`config.mk`:
```
export PLATFORM = sky130hd
export DESIGN_NAME = sha1_hash_engine_unit
export DESIGN_NICKNAME = d
export VERILOG_FILES = /design/src/rtl/sha1e_pkg.sv /design/src/rtl/sha1e_datapath.sv /design/src/rtl/sha1e_ctrl.sv /design/src/rtl/sha1_hash_engine_unit.sv
export SDC_FILE = /design/constraint.sdc
export NUM_CORES = 2
export LEC_CHECK = 0
export BUFFER_PORTS_ARGS = -buffer_cell sky130_fd_sc_hd__buf_4
export CAP_MARGIN = 20
export CORE_MARGIN = 3
export CORE_UTILIZATION = 55
export DETAILED_ROUTE_END_ITERATION = 8
export PLACE_DENSITY = 0.8
export SYNTH_ARGS = -nofsm -noshare
export SYNTH_HDL_FRONTEND = slang
export SYNTH_SLANG_ARGS = --single-unit
```
`constraint.sdc`:
```
create_clock -name clk -period 17 [get_ports clk]
set_input_delay 0.85 -clock clk [delete_from_list [all_inputs] [get_ports clk]]
set_output_delay 0.85 -clock clk [all_outputs]
set_load 0.005 [all_outputs]
```
`src/rtl/sha1e_pkg.sv`:
```
// Shared types, constants and round functions of the SHA-1 engine.
`timescale 1ns / 1ps

package sha1e_pkg;

	localparam logic [31:0] H_INIT [5] = '{
		32'h67452301, 32'hEFCDAB89, 32'h98BADCFE, 32'h10325476, 32'hC3D2E1F0
	};

	localparam logic [31:0] K_R0 = 32'h5A827999;
	localparam logic [31:0] K_R1 = 32'h6ED9EBA1;
	localparam logic [31:0] K_R2 = 32'h8F1BBCDC;
	localparam logic [31:0] K_R3 = 32'hCA62C1D6;

	localparam logic [7:0] PAD_MARK = 8'h80;

	localparam int unsigned ROUNDS    = 80;
	localparam int unsigned WORDS     = 5;
	localparam logic [5:0]  POS_LAST  = 6'd63;
	localparam logic [5:0]  POS_LEN   = 6'd56;
	localparam logic [6:0]  ROUND_END = 7'd79;
	localparam logic [2:0]  IDX_LAST  = 3'd4;

	typedef enum logic [1:0] {
		SRC_DATA,
		SRC_MARK,
		SRC_ZERO,
		SRC_LEN
	} byte_src_t;

	typedef struct packed {
		logic       push;
		byte_src_t  src;
		logic [2:0] len_idx;
		logic       count;
		logic       load_work;
		logic       round;
		logic [6:0] round_idx;
		logic       fin_add;
		logic       reload;
		logic [2:0] out_idx;
	} dp_cmd_t;

	typedef struct packed {
		logic [5:0] byte_pos;
	} dp_stat_t;

	function automatic logic [31:0] round_f(input logic [6:0] t,
		input logic [31:0] b, input logic [31:0] c, input logic [31:0] d);
		if (t < 7'd20) begin
			return (b & c) | (~b & d);
		end else if (t < 7'd40) begin
			return b ^ c ^ d;
		end else if (t < 7'd60) begin
			return (b & c) | (b & d) | (c & d);
		end else begin
			return b ^ c ^ d;
		end
	endfunction

	function automatic logic [31:0] round_k(input logic [6:0] t);
		if (t < 7'd20) begin
			return K_R0;
		end else if (t < 7'd40) begin
			return K_R1;
		end else if (t < 7'd60) begin
			return K_R2;
		end else begin
			return K_R3;
		end
	endfunction

endpackage

```
`src/rtl/sha1e_datapath.sv`:
```
// Datapath: block buffer, schedule window, working variables, chaining words and length.
`timescale 1ns / 1ps

module sha1e_datapath (
	input  logic              clk,
	input  logic              arst_n,
	input  sha1e_pkg::dp_cmd_t  cmd,
	input  logic [7:0]        data_byte,
	output sha1e_pkg::dp_stat_t stat,
	output logic [31:0]       digest_word
);
	import sha1e_pkg::*;

	logic [511:0] win_q;
	logic [31:0]  chain_q [WORDS];
	logic [31:0]  a_q, b_q, c_q, d_q, e_q;
	logic [63:0]  bit_count_q;
	logic [5:0]   pos_q;

	logic [7:0]  byte_val;
	logic [31:0] w0, w2, w8, w13, w_mix, w_new, tmp;

	assign w0  = win_q[511:480];
	assign w2  = win_q[447:416];
	assign w8  = win_q[255:224];
	assign w13 = win_q[95:64];
	assign w_mix = w13 ^ w8 ^ w2 ^ w0;
	assign w_new = (cmd.round_idx < 7'd16) ? w0 : {w_mix[30:0], w_mix[31]};
	assign tmp = {a_q[26:0], a_q[31:27]} + round_f(cmd.round_idx, b_q, c_q, d_q)
		+ e_q + round_k(cmd.round_idx) + w_new;

	always_comb begin
		case (cmd.src)
			SRC_DATA: byte_val = data_byte;
			SRC_MARK: byte_val = PAD_MARK;
			SRC_ZERO: byte_val = 8'h00;
			SRC_LEN:  byte_val = bit_count_q[{cmd.len_idx, 3'b000} +: 8];
			default:  byte_val = 8'h00;
		endcase
	end

	always_comb begin
		case (cmd.out_idx)
			3'd0:    digest_word = chain_q[0];
			3'd1:    digest_word = chain_q[1];
			3'd2:    digest_word = chain_q[2];
			3'd3:    digest_word = chain_q[3];
			3'd4:    digest_word = chain_q[4];
			default: digest_word = 32'h0;
		endcase
	end

	assign stat.byte_pos = pos_q;

	// byte buffer doubles as the schedule window: oldest word sits at the top
	always_ff @(posedge clk) begin
		if (cmd.push) begin
			win_q <= {win_q[503:0], byte_val};
		end else if (cmd.round) begin
			win_q <= {win_q[479:0], w_new};
		end
	end

	always_ff @(posedge clk or negedge arst_n) begin
		if (!arst_n) begin
			chain_q     <= H_INIT;
			a_q         <= '0;
			b_q         <= '0;
			c_q         <= '0;
			d_q         <= '0;
			e_q         <= '0;
			bit_count_q <= '0;
			pos_q       <= '0;
		end else begin
			if (cmd.push) begin
				pos_q <= pos_q + 6'd1;
			end
			if (cmd.count) begin
				bit_count_q <= bit_count_q + 64'd8;
			end
			if (cmd.load_work) begin
				a_q <= chain_q[0];
				b_q <= chain_q[1];
				c_q <= chain_q[2];
				d_q <= chain_q[3];
				e_q <= chain_q[4];
			end else if (cmd.round) begin
				a_q <= tmp;
				b_q <= a_q;
				c_q <= {b_q[1:0], b_q[31:2]};
				d_q <= c_q;
				e_q <= d_q;
			end
			if (cmd.fin_add) begin
				chain_q[0] <= chain_q[0] + a_q;
				chain_q[1] <= chain_q[1] + b_q;
				chain_q[2] <= chain_q[2] + c_q;
				chain_q[3] <= chain_q[3] + d_q;
				chain_q[4] <= chain_q[4] + e_q;
			end else if (cmd.reload) begin
				chain_q     <= H_INIT;
				bit_count_q <= '0;
			end
		end
	end

endmodule

```
`src/rtl/sha1e_ctrl.sv`:
```
// Controller: sequences byte loading, rounds, padding and digest output.
`timescale 1ns / 1ps

module sha1e_ctrl (
	input  logic                clk,
	input  logic                arst_n,
	input  logic                in_valid,
	output logic                in_ready,
	input  logic                has_byte,
	input  logic                end_of_message,
	output logic                out_valid,
	input  logic                out_ready,
	output logic [2:0]          word_index,
	output logic                last_word,
	input  sha1e_pkg::dp_stat_t stat,
	output sha1e_pkg::dp_cmd_t  cmd
);
	import sha1e_pkg::*;

	typedef enum logic [2:0] {
		S_IDLE,
		S_ROUND,
		S_FINAL,
		S_PAD,
		S_OUT
	} state_t;

	typedef enum logic [1:0] {
		P_MARK,
		P_ZERO,
		P_LEN,
		P_DONE
	} phase_t;

	state_t     state_q, state_d;
	phase_t     phase_q, phase_d;
	logic [6:0] round_q, round_d;
	logic       fin_q, fin_d;
	logic [2:0] len_q, len_d;
	logic [2:0] idx_q, idx_d;
	logic       block_full;

	assign in_ready   = (state_q == S_IDLE);
	assign out_valid  = (state_q == S_OUT);
	assign word_index = idx_q;
	assign last_word  = (idx_q == IDX_LAST);
	assign block_full = (stat.byte_pos == POS_LAST);

	always_comb begin
		cmd = '0;
		cmd.src       = SRC_DATA;
		cmd.round_idx = round_q;
		cmd.out_idx   = idx_q;
		state_d = state_q;
		phase_d = phase_q;
		round_d = round_q;
		fin_d   = fin_q;
		len_d   = len_q;
		idx_d   = idx_q;
		case (state_q)
			S_IDLE: begin
				if (in_valid) begin
					cmd.push  = has_byte;
					cmd.count = has_byte;
					phase_d   = P_MARK;
					fin_d     = end_of_message;
					if (has_byte && block_full) begin
						cmd.load_work = 1'b1;
						round_d = '0;
						state_d = S_ROUND;
					end else if (end_of_message) begin
						state_d = S_PAD;
					end
				end
			end
			S_ROUND: begin
				cmd.round = 1'b1;
				if (round_q == ROUND_END) begin
					state_d = S_FINAL;
				end else begin
					round_d = round_q + 7'd1;
				end
			end
			S_FINAL: begin
				cmd.fin_add = 1'b1;
				if (!fin_q) begin
					state_d = S_IDLE;
				end else if (phase_q == P_DONE) begin
					idx_d   = '0;
					state_d = S_OUT;
				end else begin
					state_d = S_PAD;
				end
			end
			S_PAD: begin
				cmd.push = 1'b1;
				case (phase_q)
					P_MARK: begin
						cmd.src = SRC_MARK;
						phase_d = P_ZERO;
					end
					P_ZERO: begin
						if (stat.byte_pos == POS_LEN) begin
							cmd.src     = SRC_LEN;
							cmd.len_idx = 3'd7;
							len_d       = 3'd6;
							phase_d     = P_LEN;
						end else begin
							cmd.src = SRC_ZERO;
						end
					end
					P_LEN: begin
						cmd.src     = SRC_LEN;
						cmd.len_idx = len_q;
						len_d       = len_q - 3'd1;
						if (len_q == 3'd0) begin
							phase_d = P_DONE;
						end
					end
					default: begin
						cmd.push = 1'b0;
					end
				endcase
				if (block_full) begin
					cmd.load_work = 1'b1;
					round_d = '0;
					state_d = S_ROUND;
				end
			end
			S_OUT: begin
				if (out_ready) begin
					if (idx_q == IDX_LAST) begin
						cmd.reload = 1'b1;
						fin_d   = 1'b0;
						idx_d   = '0;
						state_d = S_IDLE;
					end else begin
						idx_d = idx_q + 3'd1;
					end
				end
			end
			default: begin
				state_d = S_IDLE;
			end
		endcase
	end

	always_ff @(posedge clk or negedge arst_n) begin
		if (!arst_n) begin
			state_q <= S_IDLE;
			phase_q <= P_MARK;
			round_q <= '0;
			fin_q   <= 1'b0;
			len_q   <= '0;
			idx_q   <= '0;
		end else begin
			state_q <= state_d;
			phase_q <= phase_d;
			round_q <= round_d;
			fin_q   <= fin_d;
			len_q   <= len_d;
			idx_q   <= idx_d;
		end
	end

endmodule

```
`src/rtl/sha1_hash_engine_unit.sv`:
```
// Top level of the SHA-1 engine: byte input channel, digest word output channel.
`timescale 1ns / 1ps

// SHA-1 hash engine. Feed a message one byte per transfer (has_byte high), and
// close it with end_of_message high, alone or on the last byte. The digest then
// comes out as five transfers of 32-bit words, h0 first, with last_word high on
// the fifth; the engine reloads its initial values for the next message. A
// transfer with neither has_byte nor end_of_message changes nothing. Bytes are
// taken one per cycle while the engine is idle; the 64th byte of a block starts
// the compression, which runs 80 rounds, one round per cycle, on a single round
// unit and then folds the result into the chaining words. Closing a message
// pads one byte per cycle up to the 64-bit length field, pausing for one or two
// more compressions, then holds each digest word until the output side takes
// it. No input is taken during any of this work.

module sha1_hash_engine_unit (
	input  logic        clk,
	input  logic        arst_n,
	input  logic        in_valid,
	output logic        in_ready,
	input  logic [7:0]  data_byte,
	input  logic        has_byte,
	input  logic        end_of_message,
	output logic        out_valid,
	input  logic        out_ready,
	output logic [31:0] digest_word,
	output logic [2:0]  word_index,
	output logic        last_word
);
	import sha1e_pkg::*;

	// command and status between controller and datapath
	dp_cmd_t  cmd;
	dp_stat_t stat;

	sha1e_ctrl u_ctrl (
		.clk            (clk),
		.arst_n         (arst_n),
		.in_valid       (in_valid),
		.in_ready       (in_ready),
		.has_byte       (has_byte),
		.end_of_message (end_of_message),
		.out_valid      (out_valid),
		.out_ready      (out_ready),
		.word_index     (word_index),
		.last_word      (last_word),
		.stat           (stat),
		.cmd            (cmd)
	);

	// buffer, rounds, chaining words and bit count
	sha1e_datapath u_datapath (
		.clk         (clk),
		.arst_n      (arst_n),
		.cmd         (cmd),
		.data_byte   (data_byte),
		.stat        (stat),
		.digest_word (digest_word)
	);

endmodule

```
# [Word-level counts from Yosys, hierarchy flattened]
# Index checks and enable logic that the tools add are counted.
[word_totals] regBits=921 latch_bits=0 ramBits=0 mem_bits_ro=0 input_bits=14 n_memories=0
[classes] add_sub_neg=14 n_mul=0 n_div=0 n_lt_le_gt_ge=4 eq_ne=31 n_shift=1 n_mux=75 bitwise_logic=13 reduce_logical=21
[ops] cell="$mux 512" count=2
[ops] cell="$mux 32" count=16
[ops] cell="$mux 160" count=2
[ops] cell="$add 32x32->32" count=9
[ops] cell="$mux 64" count=3
[ops] cell="$pmux 32 s5" count=1
[ops] cell="$xor 32x32->32" count=5
[ops] cell="$and 32x32->32" count=4
[ops] cell="$or 32x32->32" count=3
[ops] cell="$add 64x4->64 const B" count=1
[ops] cell="$shiftx 64x7->8" count=1
[ops] cell="$mux 3" count=15
[ops] cell="$not 32->32" count=1
[ops] cell="$pmux 8 s4" count=1
[ops] cell="$mux 31" count=1
[ops] cell="$mux 7" count=4
[ops] cell="$pmux 7 s3" count=1
[ops] cell="$pmux 3 s2" count=3
[ops] cell="$ne 2x1->1 const B" count=8
[ops] cell="$pmux 3 s5" count=1
[ops] cell="$lt 7x5->1 const B" count=2
[ops] cell="$lt 7x6->1 const B" count=2
[ops] cell="$mux 1" count=14
[ops] cell="$reduce_bool 2->1" count=7
[ops] cell="other kinds (29)" count=52

# [Longest topological paths before layout]
[depth] ltp_word=12 ltp_mapped=27 mapped_depth_nobuf=24

# [Modules after synthesis]
# Synthesis repeated with hierarchy kept, for this count alone.
[hier_totals] hier_cells=4896 area_unflattened_um2=54761.3
[by_module_without_submodules] module="sha1e_datapath" instances=1 cells_each=4732 area_each_um2=53277.3 seq_area_each_um2=25159.1
[by_module_without_submodules] module="sha1e_ctrl" instances=1 cells_each=164 area_each_um2=1483.9 seq_area_each_um2=475.5

# [Worst setup path after synthesis]
# OpenSTA, ideal clock, no wires.
[synth_timing] path_kind="in2reg" startpoint="in in_valid" endpoint="reg u_datapath.win_q[0], enable pin" setup_time_ns=3.652 arrival_time_ns=10.028 required_ns=13.348 path_slack_ns=3.320 path_stages=6 path_buffers=2 path_cell_list="and2_1 > nand2_1 > a21o_1 > clkbuf_1 > clkbuf_1 > nand2_1"
[synth_between] elab_chain_cells=3
[synth_lines] item="start, declared" line="sha1_hash_engine_unit.sv:19" text="input logic in_valid,"
[synth_lines] item="$mux 1" line="sha1e_ctrl.sv:62" text="if (in_valid) begin"
[synth_lines] item="$pmux 1 s2" line="sha1e_ctrl.sv:60" text="case (state_q)"
[synth_lines] item="$reduce_bool 2->1 (no source line)"
[synth_lines] item="end signal, assigned" line="sha1e_datapath.sv:58" text="win_q <= {win_q[503:0], byte_val};"
[synth_lines] item="end signal, assigned" line="sha1e_datapath.sv:60" text="win_q <= {win_q[479:0], w_new};"
[synth_lines] item="end, declared" line="sha1e_datapath.sv:14" text="logic [511:0] win_q;"
# Every way passes these cells.
# A chain may end at the register's enable or synchronous reset.

# [Worst setup path in the final report]
[layout_timing] startpoint="reg u_ctrl.round_q[3]" endpoint="reg u_datapath.a_q[31]"
[layout_between] elab_chain_cells=10 elab_cells_between_ends=17
[layout_lines] item="start, declared" line="sha1e_ctrl.sv:37" text="logic [6:0] round_q, round_d;"
[layout_lines] item="start signal, assigned" line="sha1e_ctrl.sv:159" text="round_q <= round_d;"
[layout_lines] item="$lt 7x6->1" line="sha1e_pkg.sv:54, sha1e_pkg.sv:66"
[layout_lines] item="$mux 32" line="sha1e_pkg.sv:54" text="end else if (t < 7'd60) begin"
[layout_lines] item="$mux 32" line="sha1e_pkg.sv:52" text="end else if (t < 7'd40) begin"
[layout_lines] item="$mux 32" line="sha1e_pkg.sv:50" text="if (t < 7'd20) begin"
[layout_lines] item="$add 32x32->32" line="sha1e_datapath.sv:29" text="assign tmp = {a_q[26:0], a_q[31:27]} + round_f(cmd.round_idx, b_q, c_q, d_q)"
[layout_lines] item="$add 32x32->32 (2 in series)" line="sha1e_datapath.sv:30" text="+ e_q + round_k(cmd.round_idx) + w_new;"
[layout_lines] item="$add 32x32->32 *" line="sha1e_datapath.sv:30"
[layout_lines] item="$mux 32 *" line="sha1e_datapath.sv:87" text="end else if (cmd.round) begin"
[layout_lines] item="$mux 32 *" line="sha1e_datapath.sv:81" text="if (cmd.load_work) begin"
[layout_lines] item="end signal, assigned" line="sha1e_datapath.sv:82" text="a_q <= chain_q[0];"
[layout_lines] item="end signal, assigned" line="sha1e_datapath.sv:88" text="a_q <= tmp;"
[layout_lines] item="end, declared" line="sha1e_datapath.sv:16" text="logic [31:0] a_q, b_q, c_q, d_q, e_q;"
# Mark *: on every way between the ends. The rest lies on a longest branch, timed or not. The select of a mux whose other input is x is not followed.

==> summary.md <==
| Metric | Value |
|---|---|
| Clk buf depth | `3` |
| Core ar. | `96900 µm²` |
| Min Tclk post-route | `7.51 ns` |
| CTS buffer count | `97` |
| Share of layout cells above drive strength 1 | `0.0633` |
| Final setup fails | `0` |
| Syn Inst Count | `5838` |
| Crit Path Category | `register to register` |
| Netlist Area Pre-Place | `53800 µm²` |
| Pre-Repair DR Iteration Count | `6` |
| Count of cell types in the netlist | `91` |
| Post-synth top area cell | `edfxtp_1` |
| Routability cong. | `0.962` |
| Yosys top cell area share | `0.286` |
| Critical Path Sink Type | `register` |
| Full die area | `102000 µm²` |
| Crit path largest cell delay | `0.65 ns` |
| Worst EP required | `17.54 ns` |
| Top Ports | `52` |
| CTS H-tree lvls | `3` |
| CP Launch Type | `register` |
| Largest family of logic cells by synthesized area | `simple AND/OR/NAND/NOR gates` |
| EDFF count, synth | `512` |
| Routed length per instance | `20.6 µm` |
| Nets | `6137` |
| Setup TNS | `0 ns` |
| DRT iter0 DRCs | `5068` |
| # Post-CTS Setup Buffers | `0` |
| Worst skew pair latency | `0.69 ns` |
| Hold-fix buffers at CTS | `0` |
| Synth top area cells | `edfxtp_1 29%, dfrtp_1 15%, nand2_1 14%` |
| Fin crit share | `0.442` |
| Synth async-reset ratio | `0.442` |
| Actual transition at the worst max-transition pin | `1.17 ns` |
| CTS root buffer | `clkbuf_16` |
| Die extent in y | `319 µm` |
| CTS tree | `built` |
| RSZ-0062 raised after global routing | `false` |
| Synth warnings | `0` |
| Avg Inst Size Synth | `9.21 µm²` |
| Final hold viol count | `0` |
| Grt ovf | `0` |
| Post-synthesis adder-cell area fraction | `0.101` |
| Die width | `319 µm` |
| Synth Area in Compound Gates | `0.132` |
| Initial antenna violation count | `1` |
| Fin. max-slew vios | `0` |
| Fin cells | `7123` |
| Vias in the first global route | `41500` |
| Dominant synthesized flop cell | `edfxtp_1` |
| Part of the Yosys area used for sequential elements | `0.477` |
| WL final | `147000 µm` |
| Port-buffer cells | `51` |
| CP arrival | `8.06 ns` |
| Max-cap violations | `0` |
| Hpwl dp | `99800 µm` |
| Status | `finished, final reports clean` |
| Layout overhead on the synthesized area | `8.80%` |
| Site Rows | `114` |
| Post-CTS Resized | `0` |
| Slew headroom | `0.220` |
| Worst Skew | `0.0299 ns` |
| # DRC | `0` |
| Clock-pin slew on the worst setup and hold paths | `0.06 ns` |
| Pin count of the biggest net entering global routing | `246` |
| Flops & latches, synth | `918` |
| Worst path slowest cell | `nand2_1` |
| Clk sink count | `918` |
| Mux cell area share after synthesis | `0.00337` |
| Antenna-violating nets left | `0` |
| Synthesized net count | `6210` |
| Vias/cell | `6.07` |
| Worst hold-check path type | `input port to asynchronous set/reset pin` |
| Simple-gate share of the synthesized area | `0.201` |
| Total global-route track usage | `0.285` |
| Maximum clock frequency | `133 MHz` |
| First-pass GRT wire length | `230000 µm` |
| Initial core utilization | `0.555` |
| XOR/XNOR Fraction of Synth Area | `0.0518` |
| Max Fanout on Critical Path | `37` |
| Vias | `43200` |
| Number of cells after detailed placement | `6939` |
[synth_stat cells, types with 17 or more instances]
library cell,n
nor2b_1,59
a21o_1,102
a21oi_1,254
xnor2_1,193
nand4_1,25
fa_1,124
o21a_1,19
a22oi_1,204
dfstp_2,80
nand3_1,115
or3_1,28
clkbuf_1,251
nor3_1,53
inv_1,210
dfrtp_1,326
nand2_1,1989
edfxtp_1,512
mux2i_1,17
and3_1,38
xor2_1,125
nand2b_1,26
o21bai_1,25
nor2_1,252
a31oi_1,22
a211oi_1,19
ha_1,234
o21ai_0,289
[sequential cells by signal, indices dropped and copies added, names as in the netlist]
signal	cells
u_ctrl.phase_q	2
u_ctrl.state_q	3
u_ctrl.fin_q	1
u_datapath.bit_count_q	61
u_datapath.a_q	32
u_ctrl.round_q	7
u_ctrl.len_q	3
u_datapath.e_q	32
u_datapath.stat	6
u_datapath.b_q	32
u_datapath.chain_q	160
u_ctrl.word_index	3
u_datapath.win_q	512
u_datapath.d_q	32
u_datapath.c_q	32
[path summary, 6_finish.rpt]
path                       slack [ns]               start  cells past startpoint                     end
hold / removal                   0.14              arst_n                      1  u_datapath.chain_q[88]
setup reg to reg                 9.49   u_ctrl.round_q[3]                     26      u_datapath.a_q[31]
min in group clk                 0.48  u_datapath.stat[5]                      1      u_datapath.stat[5]
max in group asynchronous       14.58              arst_n                      3       u_datapath.b_q[1]
hold reg to reg                  0.48  u_datapath.stat[5]                      1      u_datapath.stat[5]
setup / recovery                 9.49   u_ctrl.round_q[3]                     26      u_datapath.a_q[31]
[worst max-delay path: cells and delay by family, from the launching register on]
kind,cells,cell delay [ns]
compound gates,10,2.54
fa+ha+maj,5,1.99
simple gates,5,1.14
buf+inv,5,1.06
flops,1,0.45
xor+xnor,1,0.14
[through the flow]
stage / setup slack, ns / hold slack, ns / cell area, µm² / utilization
after floorplan: 3.32 / 0.434 / 53800 / -
after global placement: 9.92 / 0.448 / 55200 / 0.570
after detailed placement: 9.63 / 0.468 / 55200 / 0.570
after CTS: 9.56 / 0.188 / 58400 / 0.603
after global routing: 8.92 / 0.196 / 58500 / 0.604
final: 9.49 / 0.139 / 58500 / 0.604
[layout make-up]
cell class	instances	area [µm²]
multi-input combinational	4433	26300
antenna	1	2.50
timing repair buffer	104	868
fill	7893	38400
tap	1276	1600
clock buffer	127	2650
sequential	918	25600
inverter	211	792
clock inverter	53	597
[kinds of logic (layout without fill, tap and decap cells)]
| family | Yosys count | after routing |
|---|---|---|
| other cells | 0 | 1 |
| buf+inv | 487 | 495 |
| simple gates | 2640 | 2640 |
| mux | 18 | 18 |
| xor+xnor | 318 | 318 |
| compound gates | 1099 | 1099 |
| fa+ha+maj | 358 | 358 |
| flops | 918 | 918 |
[layer usage]
metal	vias to the layer above	global-route usage	wire length (µm)	share of wire
met5	-	0	0	0
met4	0	0.153	8830	0.060
met3	514	0.0491	11800	0.080
met2	2023	0.446	66700	0.46
met1	20800	0.380	59300	0.40
li1	19800	-	-	-
[placed cells by master, fill, tap and decap left out, types with 52 or more instances in the layout]
master,count
nand2_1,1987
edfxtp_1,512
dfrtp_1,326
o21ai_0,289
a21oi_1,253
nor2_1,249
ha_1,234
inv_1,210
a22oi_1,204
xnor2_1,193
xor2_1,125
fa_1,124
nand3_1,114
a21o_1,101
clkbuf_16,97
buf_4,96
dfstp_2,80
nor2b_1,56
nor3_1,52
Power is left out: the tool's default activity adds up to more than one toggle a clock period on the data nets, which glitch-free logic cannot reach.
